===== config.mk =====
export PLATFORM = sky130hd
export DESIGN_NAME = platform_motion_integrator_flat
export DESIGN_NICKNAME = d
export VERILOG_FILES = /design/src/hdl/pmi_pkg.sv /design/src/hdl/pmi_item_if.sv /design/src/hdl/pmi_result_if.sv /design/src/hdl/pmi_cfg_if.sv /design/src/hdl/platform_motion_integrator.sv /design/src/hdl/pmi_axis_step.sv /design/src/hdl/pmi_axis_view.sv /design/src/flat_wrapper.sv
export VERILOG_INCLUDE_DIRS = /design/src /design/src/hdl
export SDC_FILE = /design/constraint.sdc
export NUM_CORES = 2
export LEC_CHECK = 0
export BUFFER_PORTS_ARGS = -buffer_cell sky130_fd_sc_hd__buf_4
export CELL_PAD_IN_SITES_DETAIL_PLACEMENT = 0
export CELL_PAD_IN_SITES_GLOBAL_PLACEMENT = 2
export CORE_ASPECT_RATIO = 0.6
export CORE_MARGIN = 1.5
export CORE_UTILIZATION = 39
export DETAILED_ROUTE_END_ITERATION = 6
export PLACE_DENSITY_LB_ADDON = 0.1
export RECOVER_POWER = 25
export SLEW_MARGIN = 30
export SYNTH_ARGS = -nofsm -noshare
export SYNTH_HDL_FRONTEND = slang
export SYNTH_SLANG_ARGS = --single-unit

===== constraint.sdc =====
create_clock -name clk -period 23.6 [get_ports clk]
set_clock_uncertainty 0.05 [all_clocks]
set_input_delay 2.36 -clock clk [delete_from_list [all_inputs] [get_ports clk]]
set_output_delay 2.36 -clock clk [all_outputs]
set_load 0.1 [all_outputs]

===== src/hdl/platform_motion_integrator_assert.svh =====
// Assertion macros used by the motion integrator RTL.
`ifndef PLATFORM_MOTION_INTEGRATOR_ASSERT_SVH
`define PLATFORM_MOTION_INTEGRATOR_ASSERT_SVH

// Check that cons holds in the same cycle as ante.
`define PMI_ASSERT_SAME(label, ante, cons) \
    label: assert property (@(posedge clk) disable iff (!rst_n) (ante) |-> (cons)) \
        else $error("motion integrator check failed");

// Check that cons holds in the cycle after ante.
`define PMI_ASSERT_NEXT(label, ante, cons) \
    label: assert property (@(posedge clk) disable iff (!rst_n) (ante) |=> (cons)) \
        else $error("motion integrator check failed");

`endif


===== src/hdl/pmi_pkg.sv =====
// Shared types and constants of the motion integrator.
package pmi_pkg;

    localparam int WORD_W    = 32;
    localparam int SPEED_W   = 31;
    localparam int SIZE_W    = 12;
    localparam int ROUND_W   = 16;
    localparam int REG_IDX_W = 3;

    localparam logic signed [WORD_W-1:0]  WORD_MAX  = 32'sh7FFF_FFFF;
    localparam logic signed [WORD_W-1:0]  WORD_MIN  = 32'sh8000_0000;
    localparam logic signed [ROUND_W-1:0] ROUND_MAX = 16'sh7FFF;
    localparam logic signed [ROUND_W-1:0] ROUND_MIN = 16'sh8000;
    localparam logic [SPEED_W-1:0]        SPEED_MAX = 31'h7FFF_FFFF;

    localparam logic CMD_STEP = 1'b0;
    localparam logic CMD_LOAD = 1'b1;

    typedef enum logic [REG_IDX_W-1:0] {
        REG_GRAVITY_X  = 3'd0,
        REG_GRAVITY_Y  = 3'd1,
        REG_FRICTION_X = 3'd2,
        REG_FRICTION_Y = 3'd3,
        REG_TERMINAL_X = 3'd4,
        REG_TERMINAL_Y = 3'd5,
        REG_WIDTH      = 3'd6,
        REG_HEIGHT     = 3'd7
    } reg_idx_t;

    // Contact controls for one axis.
    typedef struct packed {
        logic bleed;      // side along this axis touched: apply friction
        logic block_neg;  // side on the negative end touched
        logic block_pos;  // side on the positive end touched
    } axis_ctl_t;

    typedef struct packed {
        logic                     command;
        logic signed [WORD_W-1:0] load_pos_x;
        logic signed [WORD_W-1:0] load_pos_y;
        logic signed [WORD_W-1:0] load_vel_x;
        logic signed [WORD_W-1:0] load_vel_y;
        logic signed [WORD_W-1:0] accel_x;
        logic signed [WORD_W-1:0] accel_y;
        logic                     touch_top;
        logic                     touch_bottom;
        logic                     touch_left;
        logic                     touch_right;
    } item_t;

    typedef struct packed {
        logic signed [WORD_W-1:0]  pos_x;
        logic signed [WORD_W-1:0]  pos_y;
        logic signed [WORD_W-1:0]  vel_x;
        logic signed [WORD_W-1:0]  vel_y;
        logic signed [ROUND_W-1:0] round_x;
        logic signed [ROUND_W-1:0] round_y;
        logic signed [WORD_W-1:0]  center_x;
        logic signed [WORD_W-1:0]  center_y;
        logic signed [ROUND_W-1:0] round_center_x;
        logic signed [ROUND_W-1:0] round_center_y;
    } result_t;

endpackage


===== src/hdl/pmi_item_if.sv =====
// Request channel carrying one step or load item.
interface pmi_item_if;
    logic                              valid;
    logic                              ready;
    logic                              command;
    logic signed [pmi_pkg::WORD_W-1:0] load_pos_x;
    logic signed [pmi_pkg::WORD_W-1:0] load_pos_y;
    logic signed [pmi_pkg::WORD_W-1:0] load_vel_x;
    logic signed [pmi_pkg::WORD_W-1:0] load_vel_y;
    logic signed [pmi_pkg::WORD_W-1:0] accel_x;
    logic signed [pmi_pkg::WORD_W-1:0] accel_y;
    logic                              touch_top;
    logic                              touch_bottom;
    logic                              touch_left;
    logic                              touch_right;

    modport source (
        output valid, command, load_pos_x, load_pos_y, load_vel_x, load_vel_y,
               accel_x, accel_y, touch_top, touch_bottom, touch_left, touch_right,
        input  ready
    );
    modport sink (
        input  valid, command, load_pos_x, load_pos_y, load_vel_x, load_vel_y,
               accel_x, accel_y, touch_top, touch_bottom, touch_left, touch_right,
        output ready
    );
endinterface


===== src/hdl/pmi_result_if.sv =====
// Result channel carrying the new motion state and derived positions.
interface pmi_result_if;
    logic                               valid;
    logic                               ready;
    logic signed [pmi_pkg::WORD_W-1:0]  pos_x;
    logic signed [pmi_pkg::WORD_W-1:0]  pos_y;
    logic signed [pmi_pkg::WORD_W-1:0]  vel_x;
    logic signed [pmi_pkg::WORD_W-1:0]  vel_y;
    logic signed [pmi_pkg::ROUND_W-1:0] round_x;
    logic signed [pmi_pkg::ROUND_W-1:0] round_y;
    logic signed [pmi_pkg::WORD_W-1:0]  center_x;
    logic signed [pmi_pkg::WORD_W-1:0]  center_y;
    logic signed [pmi_pkg::ROUND_W-1:0] round_center_x;
    logic signed [pmi_pkg::ROUND_W-1:0] round_center_y;

    modport source (
        output valid, pos_x, pos_y, vel_x, vel_y, round_x, round_y,
               center_x, center_y, round_center_x, round_center_y,
        input  ready
    );
    modport sink (
        input  valid, pos_x, pos_y, vel_x, vel_y, round_x, round_y,
               center_x, center_y, round_center_x, round_center_y,
        output ready
    );
endinterface


===== src/hdl/pmi_cfg_if.sv =====
// Register write channel.
interface pmi_cfg_if;
    logic                                 valid;
    logic                                 ready;
    logic [pmi_pkg::REG_IDX_W-1:0]        index;
    logic [pmi_pkg::WORD_W-1:0]           data;

    modport source (output valid, index, data, input ready);
    modport sink   (input valid, index, data, output ready);
endinterface


===== src/hdl/platform_motion_integrator.sv =====
// Platform motion integrator: fixed-point position/velocity update per request.
//
// Keeps position and velocity of one object in signed fixed point with FRAC_BITS
// fraction bits (Q16.16 by default). A load request sets position and velocity;
// a step request bleeds speed by friction along touched platforms, adds gravity
// and then acceleration (each clamped to the terminal speed, skipped when it
// would push into a touched side) and adds velocity to position with saturation.
// Every request returns exactly one result with the new state, the position
// rounded half away from zero, the center, and the rounded center.
// Rate: one request per cycle while the result side is ready. The three
// register stages (request capture, state update, result) each advance when
// the stage after them is free or emptying in the same cycle, so a stalled
// result backs the pipeline up one stage at a time and a bubble closes up
// behind it. The rate is set by the state update stage, where each request
// reads the position and velocity that the previous request wrote. Registers
// are written on the cfg channel, which is always ready; write them only while
// no request is in flight.
module platform_motion_integrator #(
    parameter int FRAC_BITS = 16
) (
    input  logic            clk,
    input  logic            rst_n,
    pmi_cfg_if.sink         cfg,
    pmi_item_if.sink        item,
    pmi_result_if.source    result
);

    // Configuration registers.
    logic signed [pmi_pkg::WORD_W-1:0]  gravity_x_reg;
    logic signed [pmi_pkg::WORD_W-1:0]  gravity_y_reg;
    logic        [pmi_pkg::SPEED_W-1:0] friction_x_reg;
    logic        [pmi_pkg::SPEED_W-1:0] friction_y_reg;
    logic        [pmi_pkg::SPEED_W-1:0] terminal_x_reg;
    logic        [pmi_pkg::SPEED_W-1:0] terminal_y_reg;
    logic        [pmi_pkg::SIZE_W-1:0]  width_reg;
    logic        [pmi_pkg::SIZE_W-1:0]  height_reg;

    // Motion state.
    logic signed [pmi_pkg::WORD_W-1:0]  position_x_reg;
    logic signed [pmi_pkg::WORD_W-1:0]  position_y_reg;
    logic signed [pmi_pkg::WORD_W-1:0]  velocity_x_reg;
    logic signed [pmi_pkg::WORD_W-1:0]  velocity_y_reg;
    logic signed [pmi_pkg::WORD_W-1:0]  position_x_next;
    logic signed [pmi_pkg::WORD_W-1:0]  position_y_next;
    logic signed [pmi_pkg::WORD_W-1:0]  velocity_x_next;
    logic signed [pmi_pkg::WORD_W-1:0]  velocity_y_next;

    // Pipeline stages.
    logic               s1_valid_reg;
    logic               s1_valid_next;
    pmi_pkg::item_t     s1_item_reg;
    pmi_pkg::item_t     s1_item_next;
    logic               s2_valid_reg;
    logic               s2_valid_next;
    logic               out_valid_reg;
    logic               out_valid_next;
    pmi_pkg::result_t   out_data_reg;
    pmi_pkg::result_t   out_data_next;

    logic               item_acc;
    logic               out_free;
    logic               s2_adv;
    logic               s2_free;
    logic               s1_adv;

    pmi_pkg::axis_ctl_t ctl_x;
    pmi_pkg::axis_ctl_t ctl_y;
    logic signed [pmi_pkg::WORD_W-1:0]  step_pos_x;
    logic signed [pmi_pkg::WORD_W-1:0]  step_pos_y;
    logic signed [pmi_pkg::WORD_W-1:0]  step_vel_x;
    logic signed [pmi_pkg::WORD_W-1:0]  step_vel_y;

    logic signed [pmi_pkg::ROUND_W-1:0] view_round_x;
    logic signed [pmi_pkg::ROUND_W-1:0] view_round_y;
    logic signed [pmi_pkg::WORD_W-1:0]  view_center_x;
    logic signed [pmi_pkg::WORD_W-1:0]  view_center_y;
    logic signed [pmi_pkg::ROUND_W-1:0] view_rcenter_x;
    logic signed [pmi_pkg::ROUND_W-1:0] view_rcenter_y;

    //------------------------------------------------------------------
    // Configuration writes: always ready, decode the register index.
    //------------------------------------------------------------------
    assign cfg.ready = 1'b1;

    always_ff @(posedge clk or negedge rst_n)
    begin
        if (!rst_n)
        begin
            gravity_x_reg  <= '0;
            gravity_y_reg  <= '0;
            friction_x_reg <= '0;
            friction_y_reg <= '0;
            terminal_x_reg <= pmi_pkg::SPEED_MAX;
            terminal_y_reg <= pmi_pkg::SPEED_MAX;
            width_reg      <= '0;
            height_reg     <= '0;
        end
        else if (cfg.valid)
        begin
            case (pmi_pkg::reg_idx_t'(cfg.index))
                pmi_pkg::REG_GRAVITY_X:  gravity_x_reg  <= cfg.data;
                pmi_pkg::REG_GRAVITY_Y:  gravity_y_reg  <= cfg.data;
                pmi_pkg::REG_FRICTION_X: friction_x_reg <= cfg.data[pmi_pkg::SPEED_W-1:0];
                pmi_pkg::REG_FRICTION_Y: friction_y_reg <= cfg.data[pmi_pkg::SPEED_W-1:0];
                pmi_pkg::REG_TERMINAL_X: terminal_x_reg <= cfg.data[pmi_pkg::SPEED_W-1:0];
                pmi_pkg::REG_TERMINAL_Y: terminal_y_reg <= cfg.data[pmi_pkg::SPEED_W-1:0];
                pmi_pkg::REG_WIDTH:      width_reg      <= cfg.data[pmi_pkg::SIZE_W-1:0];
                pmi_pkg::REG_HEIGHT:     height_reg     <= cfg.data[pmi_pkg::SIZE_W-1:0];
                default: ;
            endcase
        end
    end

    //------------------------------------------------------------------
    // Flow control: each stage advances when the one after it is free or
    // emptying in the same cycle.
    //------------------------------------------------------------------
    assign out_free   = !out_valid_reg || result.ready;
    assign s2_adv     = s2_valid_reg && out_free;
    assign s2_free    = !s2_valid_reg || out_free;
    assign s1_adv     = s1_valid_reg && s2_free;
    assign item.ready = !s1_valid_reg || s2_free;
    assign item_acc   = item.valid && item.ready;

    always_comb
    begin
        s1_valid_next  = item_acc ? 1'b1 : (s1_adv ? 1'b0 : s1_valid_reg);
        s2_valid_next  = s1_adv ? 1'b1 : (s2_adv ? 1'b0 : s2_valid_reg);
        out_valid_next = s2_adv ? 1'b1 : (result.ready ? 1'b0 : out_valid_reg);
    end

    //------------------------------------------------------------------
    // Stage 1: capture the request.
    //------------------------------------------------------------------
    always_comb
    begin
        s1_item_next.command      = item.command;
        s1_item_next.load_pos_x   = item.load_pos_x;
        s1_item_next.load_pos_y   = item.load_pos_y;
        s1_item_next.load_vel_x   = item.load_vel_x;
        s1_item_next.load_vel_y   = item.load_vel_y;
        s1_item_next.accel_x      = item.accel_x;
        s1_item_next.accel_y      = item.accel_y;
        s1_item_next.touch_top    = item.touch_top;
        s1_item_next.touch_bottom = item.touch_bottom;
        s1_item_next.touch_left   = item.touch_left;
        s1_item_next.touch_right  = item.touch_right;
    end

    always_ff @(posedge clk)
    begin
        if (item_acc)
            s1_item_reg <= s1_item_next;
    end

    //------------------------------------------------------------------
    // Stage 2: update the motion state. Top/bottom contact bleeds x speed
    // and blocks y pushes; left/right contact does the reverse.
    //------------------------------------------------------------------
    always_comb
    begin
        ctl_x.bleed     = s1_item_reg.touch_top || s1_item_reg.touch_bottom;
        ctl_x.block_neg = s1_item_reg.touch_left;
        ctl_x.block_pos = s1_item_reg.touch_right;
        ctl_y.bleed     = s1_item_reg.touch_left || s1_item_reg.touch_right;
        ctl_y.block_neg = s1_item_reg.touch_top;
        ctl_y.block_pos = s1_item_reg.touch_bottom;
    end

    pmi_axis_step u_step_x (
        .pos      (position_x_reg),
        .vel      (velocity_x_reg),
        .gravity  (gravity_x_reg),
        .accel    (s1_item_reg.accel_x),
        .friction (friction_x_reg),
        .terminal (terminal_x_reg),
        .ctl      (ctl_x),
        .pos_next (step_pos_x),
        .vel_next (step_vel_x)
    );

    pmi_axis_step u_step_y (
        .pos      (position_y_reg),
        .vel      (velocity_y_reg),
        .gravity  (gravity_y_reg),
        .accel    (s1_item_reg.accel_y),
        .friction (friction_y_reg),
        .terminal (terminal_y_reg),
        .ctl      (ctl_y),
        .pos_next (step_pos_y),
        .vel_next (step_vel_y)
    );

    always_comb
    begin
        if (s1_item_reg.command == pmi_pkg::CMD_LOAD)
        begin
            position_x_next = s1_item_reg.load_pos_x;
            position_y_next = s1_item_reg.load_pos_y;
            velocity_x_next = s1_item_reg.load_vel_x;
            velocity_y_next = s1_item_reg.load_vel_y;
        end
        else
        begin
            position_x_next = step_pos_x;
            position_y_next = step_pos_y;
            velocity_x_next = step_vel_x;
            velocity_y_next = step_vel_y;
        end
    end

    // The state registers double as the stage 2 payload.
    always_ff @(posedge clk or negedge rst_n)
    begin
        if (!rst_n)
        begin
            position_x_reg <= '0;
            position_y_reg <= '0;
            velocity_x_reg <= '0;
            velocity_y_reg <= '0;
        end
        else if (s1_adv)
        begin
            position_x_reg <= position_x_next;
            position_y_reg <= position_y_next;
            velocity_x_reg <= velocity_x_next;
            velocity_y_reg <= velocity_y_next;
        end
    end

    //------------------------------------------------------------------
    // Stage 3: derive rounded and center figures into the result register.
    //------------------------------------------------------------------
    pmi_axis_view #(.FRAC_BITS(FRAC_BITS)) u_view_x (
        .pos          (position_x_reg),
        .size         (width_reg),
        .rounded      (view_round_x),
        .center       (view_center_x),
        .round_center (view_rcenter_x)
    );

    pmi_axis_view #(.FRAC_BITS(FRAC_BITS)) u_view_y (
        .pos          (position_y_reg),
        .size         (height_reg),
        .rounded      (view_round_y),
        .center       (view_center_y),
        .round_center (view_rcenter_y)
    );

    always_comb
    begin
        out_data_next.pos_x          = position_x_reg;
        out_data_next.pos_y          = position_y_reg;
        out_data_next.vel_x          = velocity_x_reg;
        out_data_next.vel_y          = velocity_y_reg;
        out_data_next.round_x        = view_round_x;
        out_data_next.round_y        = view_round_y;
        out_data_next.center_x       = view_center_x;
        out_data_next.center_y       = view_center_y;
        out_data_next.round_center_x = view_rcenter_x;
        out_data_next.round_center_y = view_rcenter_y;
    end

    always_ff @(posedge clk)
    begin
        if (s2_adv)
            out_data_reg <= out_data_next;
    end

    always_ff @(posedge clk or negedge rst_n)
    begin
        if (!rst_n)
        begin
            s1_valid_reg  <= 1'b0;
            s2_valid_reg  <= 1'b0;
            out_valid_reg <= 1'b0;
        end
        else
        begin
            s1_valid_reg  <= s1_valid_next;
            s2_valid_reg  <= s2_valid_next;
            out_valid_reg <= out_valid_next;
        end
    end

    assign result.valid          = out_valid_reg;
    assign result.pos_x          = out_data_reg.pos_x;
    assign result.pos_y          = out_data_reg.pos_y;
    assign result.vel_x          = out_data_reg.vel_x;
    assign result.vel_y          = out_data_reg.vel_y;
    assign result.round_x        = out_data_reg.round_x;
    assign result.round_y        = out_data_reg.round_y;
    assign result.center_x       = out_data_reg.center_x;
    assign result.center_y       = out_data_reg.center_y;
    assign result.round_center_x = out_data_reg.round_center_x;
    assign result.round_center_y = out_data_reg.round_center_y;

    //------------------------------------------------------------------
    // Checks.
    //------------------------------------------------------------------
`include "platform_motion_integrator_assert.svh"

    // A request leaving stage 1 always lands in stage 2.
    `PMI_ASSERT_NEXT(a_s1_to_s2, s1_adv, s2_valid_reg)

    // A load request writes its position verbatim into the state.
    `PMI_ASSERT_NEXT(a_load_pos,
        s1_adv && (s1_item_reg.command == pmi_pkg::CMD_LOAD),
        position_x_reg == $past(s1_item_reg.load_pos_x))

    // Freeze the state while the pipeline is fully backed up.
    `PMI_ASSERT_NEXT(a_state_hold,
        s2_valid_reg && out_valid_reg && !result.ready,
        $stable(position_x_reg) && $stable(velocity_x_reg))

    // Stage 2 can only empty into a free result register.
    `PMI_ASSERT_SAME(a_s2_drain, s2_adv, out_free)

endmodule


===== src/hdl/pmi_axis_step.sv =====
// One axis of the motion update: friction, gravity, acceleration, position.
module pmi_axis_step (
    input  logic signed [pmi_pkg::WORD_W-1:0]  pos,
    input  logic signed [pmi_pkg::WORD_W-1:0]  vel,
    input  logic signed [pmi_pkg::WORD_W-1:0]  gravity,
    input  logic signed [pmi_pkg::WORD_W-1:0]  accel,
    input  logic        [pmi_pkg::SPEED_W-1:0] friction,
    input  logic        [pmi_pkg::SPEED_W-1:0] terminal,
    input  pmi_pkg::axis_ctl_t                 ctl,
    output logic signed [pmi_pkg::WORD_W-1:0]  pos_next,
    output logic signed [pmi_pkg::WORD_W-1:0]  vel_next
);

    localparam int W  = pmi_pkg::WORD_W;
    localparam int WW = pmi_pkg::WORD_W + 1;

    // Add a push unless it drives into a touched side; clamp to +/- terminal.
    function automatic logic signed [W-1:0] push_clamp(
        input logic signed [W-1:0]            v,
        input logic signed [W-1:0]            a,
        input logic                           bn,
        input logic                           bp,
        input logic [pmi_pkg::SPEED_W-1:0]    t
    );
        logic signed [WW-1:0] sum;
        logic signed [WW-1:0] lim;
        logic signed [WW-1:0] neg_lim;
        logic                 apply;
        apply   = (!bn && (a < 0)) || (!bp && (a > 0));
        sum     = WW'(v) + WW'(a);
        lim     = {2'b00, t};
        neg_lim = -lim;
        if (!apply)
            push_clamp = v;
        else if (sum > lim)
            push_clamp = lim[W-1:0];
        else if (sum < neg_lim)
            push_clamp = neg_lim[W-1:0];
        else
            push_clamp = sum[W-1:0];
    endfunction

    logic signed [WW-1:0] vel_ext;
    logic signed [WW-1:0] fric_ext;
    logic signed [WW-1:0] vel_dec;
    logic signed [WW-1:0] vel_inc;
    logic signed [W-1:0]  vel_bled;
    logic signed [W-1:0]  vel_grav;
    logic signed [WW-1:0] pos_sum;

    always_comb
    begin
        vel_ext  = WW'(vel);
        fric_ext = {2'b00, friction};
        vel_dec  = vel_ext - fric_ext;
        vel_inc  = vel_ext + fric_ext;

        // Bleed speed toward zero without crossing it.
        if (!ctl.bleed)
            vel_bled = vel;
        else if (vel > 0)
            vel_bled = (vel_dec > 0) ? vel_dec[W-1:0] : '0;
        else
            vel_bled = (vel_inc < 0) ? vel_inc[W-1:0] : '0;

        vel_grav = push_clamp(vel_bled, gravity, ctl.block_neg, ctl.block_pos, terminal);
        vel_next = push_clamp(vel_grav, accel, ctl.block_neg, ctl.block_pos, terminal);

        pos_sum = WW'(pos) + WW'(vel_next);
        if (pos_sum[W] != pos_sum[W-1])
            pos_next = pos_sum[W] ? pmi_pkg::WORD_MIN : pmi_pkg::WORD_MAX;
        else
            pos_next = pos_sum[W-1:0];
    end

endmodule


===== src/hdl/pmi_axis_view.sv =====
// Derived position figures of one axis: rounded position and centers.
module pmi_axis_view #(
    parameter int FRAC_BITS = 16
) (
    input  logic signed [pmi_pkg::WORD_W-1:0]  pos,
    input  logic        [pmi_pkg::SIZE_W-1:0]  size,
    output logic signed [pmi_pkg::ROUND_W-1:0] rounded,
    output logic signed [pmi_pkg::WORD_W-1:0]  center,
    output logic signed [pmi_pkg::ROUND_W-1:0] round_center
);

    localparam int MAG_W = pmi_pkg::WORD_W + 1;
    localparam int QW    = MAG_W - FRAC_BITS;
    localparam int RW    = QW + 1;
    localparam int RCW   = ((RW > pmi_pkg::SIZE_W) ? RW : pmi_pkg::SIZE_W) + 1;
    localparam int XW    = (RCW > pmi_pkg::ROUND_W + 1) ? RCW : pmi_pkg::ROUND_W + 1;
    localparam int SHW   = pmi_pkg::SIZE_W + FRAC_BITS - 1;
    localparam int CW    = ((SHW + 1 > pmi_pkg::WORD_W) ? SHW + 1 : pmi_pkg::WORD_W) + 1;

    function automatic logic signed [pmi_pkg::ROUND_W-1:0] sat_round(
        input logic signed [XW-1:0] x
    );
        if (x > XW'(pmi_pkg::ROUND_MAX))
            sat_round = pmi_pkg::ROUND_MAX;
        else if (x < XW'(pmi_pkg::ROUND_MIN))
            sat_round = pmi_pkg::ROUND_MIN;
        else
            sat_round = x[pmi_pkg::ROUND_W-1:0];
    endfunction

    logic signed [MAG_W-1:0]          pos_ext;
    logic        [MAG_W-1:0]          mag;
    logic        [MAG_W-1:0]          biased;
    logic signed [RW-1:0]             q_ext;
    logic signed [RW-1:0]             r;
    logic signed [RCW-1:0]            half_size;
    logic signed [RCW-1:0]            rc;
    logic        [SHW-1:0]            shifted;
    logic signed [CW-1:0]             c;

    always_comb
    begin
        // Round half away from zero on the magnitude, then restore the sign.
        pos_ext = MAG_W'(pos);
        mag     = pos[pmi_pkg::WORD_W-1] ? -pos_ext : pos_ext;
        biased  = mag + (MAG_W'(1) << (FRAC_BITS - 1));
        q_ext   = {1'b0, biased[MAG_W-1:FRAC_BITS]};
        r       = pos[pmi_pkg::WORD_W-1] ? -q_ext : q_ext;
        rounded = sat_round(XW'(r));

        // Rounded center uses the unsaturated rounded position.
        half_size    = RCW'(size[pmi_pkg::SIZE_W-1:1]);
        rc           = RCW'(r) + half_size;
        round_center = sat_round(XW'(rc));

        shifted = SHW'(size) << (FRAC_BITS - 1);
        c       = CW'(pos) + CW'(shifted);
        if (c > CW'(pmi_pkg::WORD_MAX))
            center = pmi_pkg::WORD_MAX;
        else if (c < CW'(pmi_pkg::WORD_MIN))
            center = pmi_pkg::WORD_MIN;
        else
            center = c[pmi_pkg::WORD_W-1:0];
    end

endmodule


===== src/flat_wrapper.sv =====
// flat-port wrapper written by rule: the top's interface ports become plain ports
module platform_motion_integrator_flat 
#(
    parameter int FRAC_BITS = 16
)
  (clk, rst_n, cfg_valid, cfg_index, cfg_data, cfg_ready, item_valid, item_command, item_load_pos_x, item_load_pos_y, item_load_vel_x, item_load_vel_y, item_accel_x, item_accel_y, item_touch_top, item_touch_bottom, item_touch_left, item_touch_right, item_ready, result_valid, result_pos_x, result_pos_y, result_vel_x, result_vel_y, result_round_x, result_round_y, result_center_x, result_center_y, result_round_center_x, result_round_center_y, result_ready);
  pmi_cfg_if cfg_i ();
  pmi_item_if item_i ();
  pmi_result_if result_i ();
  input  logic clk;
  input  logic rst_n;
  input wire logic [$bits(cfg_i.valid)-1:0] cfg_valid;
  input wire logic [$bits(cfg_i.index)-1:0] cfg_index;
  input wire logic [$bits(cfg_i.data)-1:0] cfg_data;
  output wire logic [$bits(cfg_i.ready)-1:0] cfg_ready;
  input wire logic [$bits(item_i.valid)-1:0] item_valid;
  input wire logic [$bits(item_i.command)-1:0] item_command;
  input wire logic [$bits(item_i.load_pos_x)-1:0] item_load_pos_x;
  input wire logic [$bits(item_i.load_pos_y)-1:0] item_load_pos_y;
  input wire logic [$bits(item_i.load_vel_x)-1:0] item_load_vel_x;
  input wire logic [$bits(item_i.load_vel_y)-1:0] item_load_vel_y;
  input wire logic [$bits(item_i.accel_x)-1:0] item_accel_x;
  input wire logic [$bits(item_i.accel_y)-1:0] item_accel_y;
  input wire logic [$bits(item_i.touch_top)-1:0] item_touch_top;
  input wire logic [$bits(item_i.touch_bottom)-1:0] item_touch_bottom;
  input wire logic [$bits(item_i.touch_left)-1:0] item_touch_left;
  input wire logic [$bits(item_i.touch_right)-1:0] item_touch_right;
  output wire logic [$bits(item_i.ready)-1:0] item_ready;
  output wire logic [$bits(result_i.valid)-1:0] result_valid;
  output wire logic [$bits(result_i.pos_x)-1:0] result_pos_x;
  output wire logic [$bits(result_i.pos_y)-1:0] result_pos_y;
  output wire logic [$bits(result_i.vel_x)-1:0] result_vel_x;
  output wire logic [$bits(result_i.vel_y)-1:0] result_vel_y;
  output wire logic [$bits(result_i.round_x)-1:0] result_round_x;
  output wire logic [$bits(result_i.round_y)-1:0] result_round_y;
  output wire logic [$bits(result_i.center_x)-1:0] result_center_x;
  output wire logic [$bits(result_i.center_y)-1:0] result_center_y;
  output wire logic [$bits(result_i.round_center_x)-1:0] result_round_center_x;
  output wire logic [$bits(result_i.round_center_y)-1:0] result_round_center_y;
  input wire logic [$bits(result_i.ready)-1:0] result_ready;
  assign cfg_i.valid = cfg_valid;
  assign cfg_i.index = cfg_index;
  assign cfg_i.data = cfg_data;
  assign cfg_ready = cfg_i.ready;
  assign item_i.valid = item_valid;
  assign item_i.command = item_command;
  assign item_i.load_pos_x = item_load_pos_x;
  assign item_i.load_pos_y = item_load_pos_y;
  assign item_i.load_vel_x = item_load_vel_x;
  assign item_i.load_vel_y = item_load_vel_y;
  assign item_i.accel_x = item_accel_x;
  assign item_i.accel_y = item_accel_y;
  assign item_i.touch_top = item_touch_top;
  assign item_i.touch_bottom = item_touch_bottom;
  assign item_i.touch_left = item_touch_left;
  assign item_i.touch_right = item_touch_right;
  assign item_ready = item_i.ready;
  assign result_valid = result_i.valid;
  assign result_pos_x = result_i.pos_x;
  assign result_pos_y = result_i.pos_y;
  assign result_vel_x = result_i.vel_x;
  assign result_vel_y = result_i.vel_y;
  assign result_round_x = result_i.round_x;
  assign result_round_y = result_i.round_y;
  assign result_center_x = result_i.center_x;
  assign result_center_y = result_i.center_y;
  assign result_round_center_x = result_i.round_center_x;
  assign result_round_center_y = result_i.round_center_y;
  assign result_i.ready = result_ready;
  platform_motion_integrator #(.FRAC_BITS(FRAC_BITS)) u_core (.clk(clk), .rst_n(rst_n), .cfg(cfg_i), .item(item_i), .result(result_i));
endmodule

======== Word level (Yosys, flattened, before mapping) ========
Cells that the tools add are included.
word-level totals
  logic and storage cells ................. 184
  register bits ........................... 796
  bits of input ports ..................... 237
cells by class
  add/sub/neg operators ................... 22
  order comparisons ....................... 34
  muxes and demuxes ....................... 44
  equality and inequality tests ........... 9
  reductions and logical operators ........ 39
operator list
  kind                                                           number
  2-to-1 mux 32 bit                                              30
  adder 32 x 32 -> 33 bit                                        8
  > comparator 32 x 1 -> 1 bit (second input constant)           6
  > comparator 33 x 32 -> 1 bit                                  4
  less-than comparator 33 bit                                    4
  less-than comparator 32 x 1 -> 1 bit (second input constant)   4
  adder 32 x 28 -> 33 bit                                        2
  adder 33 x 16 -> 33 bit (second input constant)                2
  > comparator 33 x 1 -> 1 bit (second input constant)           2
  > comparator 33 x 32 -> 1 bit (second input constant)          2
  less-than comparator 33 x 1 -> 1 bit (second input constant)   2
  less-than comparator 33 x 32 -> 1 bit (second input constant)  2
  2-to-1 mux 33 bit                                              2
  negation 31 -> 33 bit                                          2
  negation 32 -> 33 bit                                          2
  subtractor 32 x 32 -> 33 bit                                   2
  2-to-1 mux 16 bit                                              4
  adder 18 x 12 -> 19 bit                                        2
  > comparator 19 x 16 -> 1 bit (second input constant)          2
  less-than comparator 19 x 16 -> 1 bit (second input constant)  2
  > comparator 18 x 16 -> 1 bit (second input constant)          2
  less-than comparator 18 x 16 -> 1 bit (second input constant)  2
  2-to-1 mux 18 bit                                              2
  negation 17 -> 18 bit                                          2
  other kinds (11)                                               54

======== Longest topological paths before layout ========
  depth in word-level cells ............... 19
  mapped depth ............................ 89
  depth with buffers taken out ............ 83

======== Modules after synthesis ========
A second synthesis with hierarchy kept.
second synthesis, totals
  cells, all modules ...................... 7047
  area total of the unflattened synthesis .. 66332.4 um2
by module, submodules not included
  module                           area each (um2)  sequential area each (um2)  instances  cells each
  platform_motion_integrator       27946.8          22263.9                     1          1336
  pmi_axis_step (u_core.u_step_x)  15745.1          0.0                         1          2341
  pmi_axis_step (u_core.u_step_y)  15733.8          0.0                         1          2322
  pmi_axis_view                    3453.3           0.0                         2          524

======== Least setup slack after synthesis ========
OpenSTA, ideal clock, no wires.
  path type ............................... register to register
  from .................................... reg u_core.velocity_y_reg[0] in the netlist's numbering
  to ...................................... reg u_core.position_y_reg[20] in the netlist's numbering
  slack ................................... 4.789 ns
  period minus slack after synthesis ...... 18.811 ns
  required time ........................... 23.460 ns
  cell stages (with the launch flop) ...... 79
  arrival time ............................ 18.670 ns
  buffers on the path ..................... 6
  cells stage by stage .................... dfrtp_1 > inv_1 > ha_1 > inv_1 > fa_1 > a21oi_1 > o21ai_1 > a2111oi_2 > o21bai_1 > a221o_1 > a21oi_1 > o21ai_0 > xnor2_1 > a2111oi_0 > nand4_1 > nor4_2 > nand2b_1 > o21ai_0 > [43 not listed] > a311oi_1 > a21o_1 > ha_1 > a21o_1 > a21o_1 > a2111oi_0 > o41ai_1 > a41o_1 > a311o_1 > o31a_1 > a311o_1 > a31oi_1 > xnor2_1 > o311a_1 > buf_2 > buf_1 > a21oi_1 > o221ai_1
between the ends
  longest elaborated chain between the ends .. 19
  elaborated cells on any way between the ends .. 26
  classes of those cells .................. add/sub: 5; order compare: 7; eq/ne: 1; mux: 13
ends and longest elaborated chain
  element                                                                               line                                      RTL
  from (decl)                                                                           platform_motion_integrator.sv:42          logic signed [pmi_pkg::WORD_W-1:0] velocity_y_reg;
  from (signal assigned)                                                                platform_motion_integrator.sv:227         velocity_y_reg <= velocity_y_next;
  adder 32 x 32 -> 33 bit or subtractor 32 x 32 -> 33 bit (tied branches)               pmi_axis_step.sv:56, pmi_axis_step.sv:55
  less-than comparator 33 x 1 -> 1 bit or > comparator 33 x 1 -> 1 bit (tied branches)  pmi_axis_step.sv:64, pmi_axis_step.sv:62
  2-to-1 mux 32 bit, on equally long branches                                           pmi_axis_step.sv:64, pmi_axis_step.sv:62
  2-to-1 mux 32 bit                                                                     pmi_axis_step.sv:61                       else if (vel > 0)
  2-to-1 mux 32 bit (*)                                                                 pmi_axis_step.sv:59                       if (!ctl.bleed)
  adder 32 x 32 -> 33 bit                                                               pmi_axis_step.sv:30                       sum = WW'(v) + WW'(a);
  less-than comparator 33 bit                                                           pmi_axis_step.sv:37                       else if (sum < neg_lim)
  2-to-1 mux 32 bit                                                                     pmi_axis_step.sv:37
  [3 not listed]                                                                        -
  less-than comparator 33 bit                                                           pmi_axis_step.sv:37
  2-to-1 mux 32 bit                                                                     pmi_axis_step.sv:37
  2-to-1 mux 32 bit                                                                     pmi_axis_step.sv:35                       else if (sum > lim)
  2-to-1 mux 32 bit (*)                                                                 pmi_axis_step.sv:33                       if (!apply)
  adder 32 x 32 -> 33 bit (*)                                                           pmi_axis_step.sv:69                       pos_sum = WW'(pos) + WW'(vel_next);
  2-to-1 mux 32 bit or inequality test 1 bit (tied branches)                            pmi_axis_step.sv:71, pmi_axis_step.sv:70
  2-to-1 mux 32 bit (*)                                                                 pmi_axis_step.sv:70                       if (pos_sum[W] != pos_sum[W-1])
  2-to-1 mux 32 bit (*)                                                                 platform_motion_integrator.sv:196         if (s1_item_reg.command == pmi_pkg::CMD_LOAD)
  to (signal assigned)                                                                  platform_motion_integrator.sv:225         position_y_reg <= position_y_next;
  to (decl)                                                                             platform_motion_integrator.sv:40          logic signed [pmi_pkg::WORD_W-1:0] position_y_reg;
Mark *: on every way between the ends. The rest lies on a longest branch, timed or not.
A chain may end at the register's enable or synchronous reset.

======== Worst setup path after layout ========
  from .................................... reg u_core.velocity_y_reg[0] in the netlist's numbering
  to ...................................... reg u_core.position_y_reg[28] in the netlist's numbering
The elaborated chain is that of the path after synthesis.

==> impl_metrics.prom <==
# TYPE chip_impl_metric gauge
chip_impl_metric{name="detailed_place_hpwl",unit="um"} 241200
chip_impl_metric{name="totalNegativeSetupSlack",unit="ps"} 0
chip_impl_metric{name="cts_hold_buffers",unit=""} 0
chip_impl_metric{name="syn_inst",unit=""} 6971
chip_impl_metric{name="fin_crit_sh",unit=""} 0.9428
chip_impl_metric{name="die_width",unit="um"} 526.9
chip_impl_metric{name="layout.nets",unit=""} 8419
chip_impl_metric{name="cp_slowest_stage_delay",unit="ps"} 900
chip_impl_metric{name="post_cts_buffers",unit=""} 0
chip_impl_metric{name="synth_warnings",unit=""} 0
chip_impl_metric{name="route.vias.total",unit=""} 59660
chip_impl_metric{name="timing.final.max_slew_violations",unit=""} 234
chip_impl_metric{name="timing.final.setup_violations",unit=""} 0
chip_impl_metric{name="fp.dieH",unit="um"} 317.3
chip_impl_metric{name="asyncSetResetFlopFracSynth",unit=""} 0.4309
chip_impl_metric{name="grt_first_pass_wirelength",unit="um"} 420400
chip_impl_metric{name="detail-route-antenna-nets",unit=""} 0
chip_impl_metric{name="synth_sequential_area_ratio",unit=""} 0.3467
chip_impl_info{name="status",value="finished with violations"} 1
chip_impl_metric{name="remaining_drc_errors",unit=""} 0
chip_impl_metric{name="pre_repair_dr_iteration_count",unit=""} 6
chip_impl_info{name="most-common-layout-cells",value="sky130_fd_sc_hd__ha_1, sky130_fd_sc_hd__a21oi_1, sky130_fd_sc_hd__buf_4, sky130_fd_sc_hd__nand2_1, sky130_fd_sc_hd__edfxtp_1"} 1
chip_impl_metric{name="critical_path_buf_inv_count",unit=""} 8
chip_impl_metric{name="gr-usage-all-layers",unit=""} 0.3513
chip_impl_metric{name="synth.avg_cell_area",unit="um^2"} 9.212
chip_impl_metric{name="fmax",unit="GHz"} 0.04495
chip_impl_metric{name="timing.critical_path.required",unit="ps"} 24150
chip_impl_info{name="cts_root_buf",value="sky130_fd_sc_hd__clkbuf_16"} 1
chip_impl_metric{name="gp_weighted_congestion",unit=""} 0.9947
chip_impl_info{name="holdCritStartpoint",value="u_core.velocity_y_reg[0]"} 1
chip_impl_metric{name="cts.sinks",unit=""} 796
chip_impl_metric{name="cts_h_tree_depth",unit=""} 3
chip_impl_info{name="cts_tree",value="built"} 1
chip_impl_metric{name="io_buffer_count",unit=""} 494
chip_impl_metric{name="drt-total-wl",unit="um"} 300600
chip_impl_metric{name="synth-edff-count",unit=""} 453
chip_impl_metric{name="fraction_of_the_mapped_netlist_area_in_compound_gates",unit=""} 0.2327
chip_impl_metric{name="yosys-mux-area-fraction",unit=""} 0.05286
chip_impl_metric{name="synthXorXnorAreaFrac",unit=""} 0.05617
chip_impl_info{name="startpoint_type",value="flop"} 1
chip_impl_metric{name="floorplan.die_area",unit="um^2"} 167200
chip_impl_metric{name="tightestPinTransition",unit="ps"} 5187
chip_impl_metric{name="fin_crit",unit="ps"} 22250
chip_impl_metric{name="synthSimpleGateAreaFrac",unit=""} 0.1415
chip_impl_metric{name="post_synth_instance_area",unit="um^2"} 64220
chip_impl_info{name="synth_top_family_by_area",value="compound AO/OA/AOI/OAI gates"} 1
chip_impl_metric{name="antenna_violations_before_repair",unit=""} 30
chip_impl_info{name="worstHoldPathType",value="reg -> reg"} 1
chip_impl_info{name="ys_dominant_reg_cell",value="sky130_fd_sc_hd__edfxtp_1"} 1
chip_impl_metric{name="n_fill_cell",unit=""} 15930
chip_impl_info{name="grt_setup_unrepaired",value="false"} 1
chip_impl_info{name="timing.rr.start",value="u_core.velocity_y_reg[0]"} 1
chip_impl_metric{name="report.final.hold_viol_count",unit=""} 0
chip_impl_metric{name="proportion_of_layout_cells_with_a_drive_suffix_above_1",unit=""} 0.1758
chip_impl_metric{name="detail_routed_net_length_per_standard_cell",unit="um"} 30.71
chip_impl_metric{name="clkTransAtPathRegs",unit="ps"} 70
chip_impl_metric{name="grt_overflow",unit=""} 0
chip_impl_metric{name="fp-row-count",unit=""} 115
chip_impl_metric{name="core_region_area",unit="um^2"} 163700
chip_impl_metric{name="boundaryPins",unit=""} 496
chip_impl_metric{name="yosys_reg_bits",unit=""} 796
chip_impl_metric{name="routed_via_density",unit=""} 6.093
chip_impl_metric{name="cts.path.max_buffers",unit=""} 3
chip_impl_metric{name="critical_path.max_fanout",unit=""} 22
chip_impl_metric{name="max_ffs_per_register",unit=""} 193
chip_impl_metric{name="start_util",unit=""} 0.3922
chip_impl_info{name="crit_path_top_delay_cell",value="sky130_fd_sc_hd__a221oi_1"} 1
chip_impl_metric{name="cts_resized",unit=""} 0
chip_impl_metric{name="area_growth_syn_to_layout",unit="%"} 16.31
chip_impl_metric{name="syn-num-nets",unit=""} 7842
chip_impl_metric{name="number_of_global_route_vias_before_repair",unit=""} 54800
chip_impl_metric{name="detail_route.iter0.violations",unit=""} 7554
chip_impl_metric{name="clock_latency",unit="ps"} 750
chip_impl_metric{name="number_of_buffers_created_by_cts",unit=""} 87
chip_impl_metric{name="maxSlewHeadroom",unit=""} -2.458
chip_impl_info{name="mostFrequentLayoutCell",value="sky130_fd_sc_hd__ha_1"} 1
chip_impl_metric{name="arithmetic_cell_share_of_the_synthesized_area_counting_full_adders_half_adders_and_majority_gates",unit=""} 0.1252
chip_impl_metric{name="ys_types",unit=""} 124
chip_impl_info{name="failed_checks",value="max-capacitance violations, max-slew violations"} 1
chip_impl_metric{name="worst-endpoint-arrival",unit="ps"} 22800
chip_impl_info{name="cpLargestDelayFamily",value="compound AO/OA/AOI/OAI gates"} 1
chip_impl_metric{name="grt_start_max_net_pins",unit=""} 77
chip_impl_info{name="crit_start",value="u_core.velocity_y_reg[0]"} 1
chip_impl_info{name="setup.worst_path.class",value="reg -> reg"} 1
chip_impl_info{name="cp-end-kind",value="flop"} 1
chip_impl_metric{name="max-cap-violations",unit=""} 5
-- through the flow --
step | utilization | area [um^2] | worst slack, ps | hold slack [ps] | std cells
floorplan | - | 64220 | 4789 | 373.1 | 6971
global placement | 0.4387 | 71840 | 2110 | 435.0 | 9617
detailed placement | 0.4392 | 71910 | 1836 | 438.1 | 9620
CTS | 0.4569 | 74820 | 1713 | 453.8 | 9782
global route | 0.4561 | 74690 | 145.0 | 489.7 | 9788
finish | 0.4562 | 74690 | 1351 | 456.6 | 9791
-- cell type report --
| cell class | instances | area [um^2] | share of cell area |
|---|---|---|---|
| antenna | 6 | 15.01 | 0.0002010 |
| inverter | 425 | 1597 | 0.02137 |
| multi-input combinational | 5438 | 39320 | 0.5264 |
| clock inverter | 58 | 623.1 | 0.008342 |
| clock buffer | 104 | 2283 | 0.03057 |
| sequential | 796 | 22270 | 0.2981 |
| timing repair buffer | 800 | 5882 | 0.07875 |
| tap | 2164 | 2708 | 0.03625 |
-- cells in the mapped netlist (all sizes together), types with 16 or more instances --
cell     count  area, um^2
a2111oi     26       272.8
a211o       25       219.0
a211oi      87       663.1
a21boi      34       360.3
a21o       265        1989
a21oi      577        2899
a221oi      27       236.5
a22oi       17       141.4
a311oi      17       148.9
a31oi       92       575.6
and2        40       255.3
and3        51       319.1
buf         75       397.9
clkbuf     237       889.6
dfrtp      281        7032
dfstp       62        1629
edfxtp     453       13600
ha         620        7757
inv        418        1569
mux2       206        2323
mux2i      107        1071
nand2      547        2056
nand2b      83       519.3
nand3      120       600.6
nand4       91       620.6
nor2       432        1629
nor2b       59       369.1
nor3       141       747.0
nor4       102       802.0
o211ai      71       583.1
o21a       101       758.2
o21ai      497        2495
o21bai      78       585.6
o22ai       37       231.5
o31a        25       219.0
o31ai       58       469.2
or2         38       240.2
or3         52       325.3
or4         16       120.1
xnor2      309        2706
xor2       102       900.9
-- layer usage --
layer,up-vias,GRT usage,routed length (um)
li1,27060,-,-
met4,4,0.06540,5927
met2,2970,0.4292,105500
met1,29370,0.5625,150200
met5,-,0.006944,183
met3,251,0.1297,38830
-- cell families after synthesis --
logic type | Yosys count
AND/OR/NAND/NOR | 1827
AO/OA/AOI/OAI | 2252
adder cells (fa/ha/maj) | 634
other | 1
buffers and inverters | 737
flip-flops | 796
XOR/XNOR | 411
multiplexers | 313
-- final timing paths --
check	slack (ps)	depth (start not counted)	to
hold reg to reg	460	0	u_core.result.vel_y[0]
hold / removal	460	0	u_core.result.vel_y[0]
setup reg to reg	1350	78	u_core.position_y_reg[28]
max in group asynchronous	16170	2	u_core.position_x_reg[10]
min in group asynchronous	3470	1	u_core.friction_x_reg[18]
setup / recovery	1350	78	u_core.position_y_reg[28]
Power is left out: the tool's default activity adds up to more than one toggle a clock period on the data nets, which glitch-free logic cannot reach.
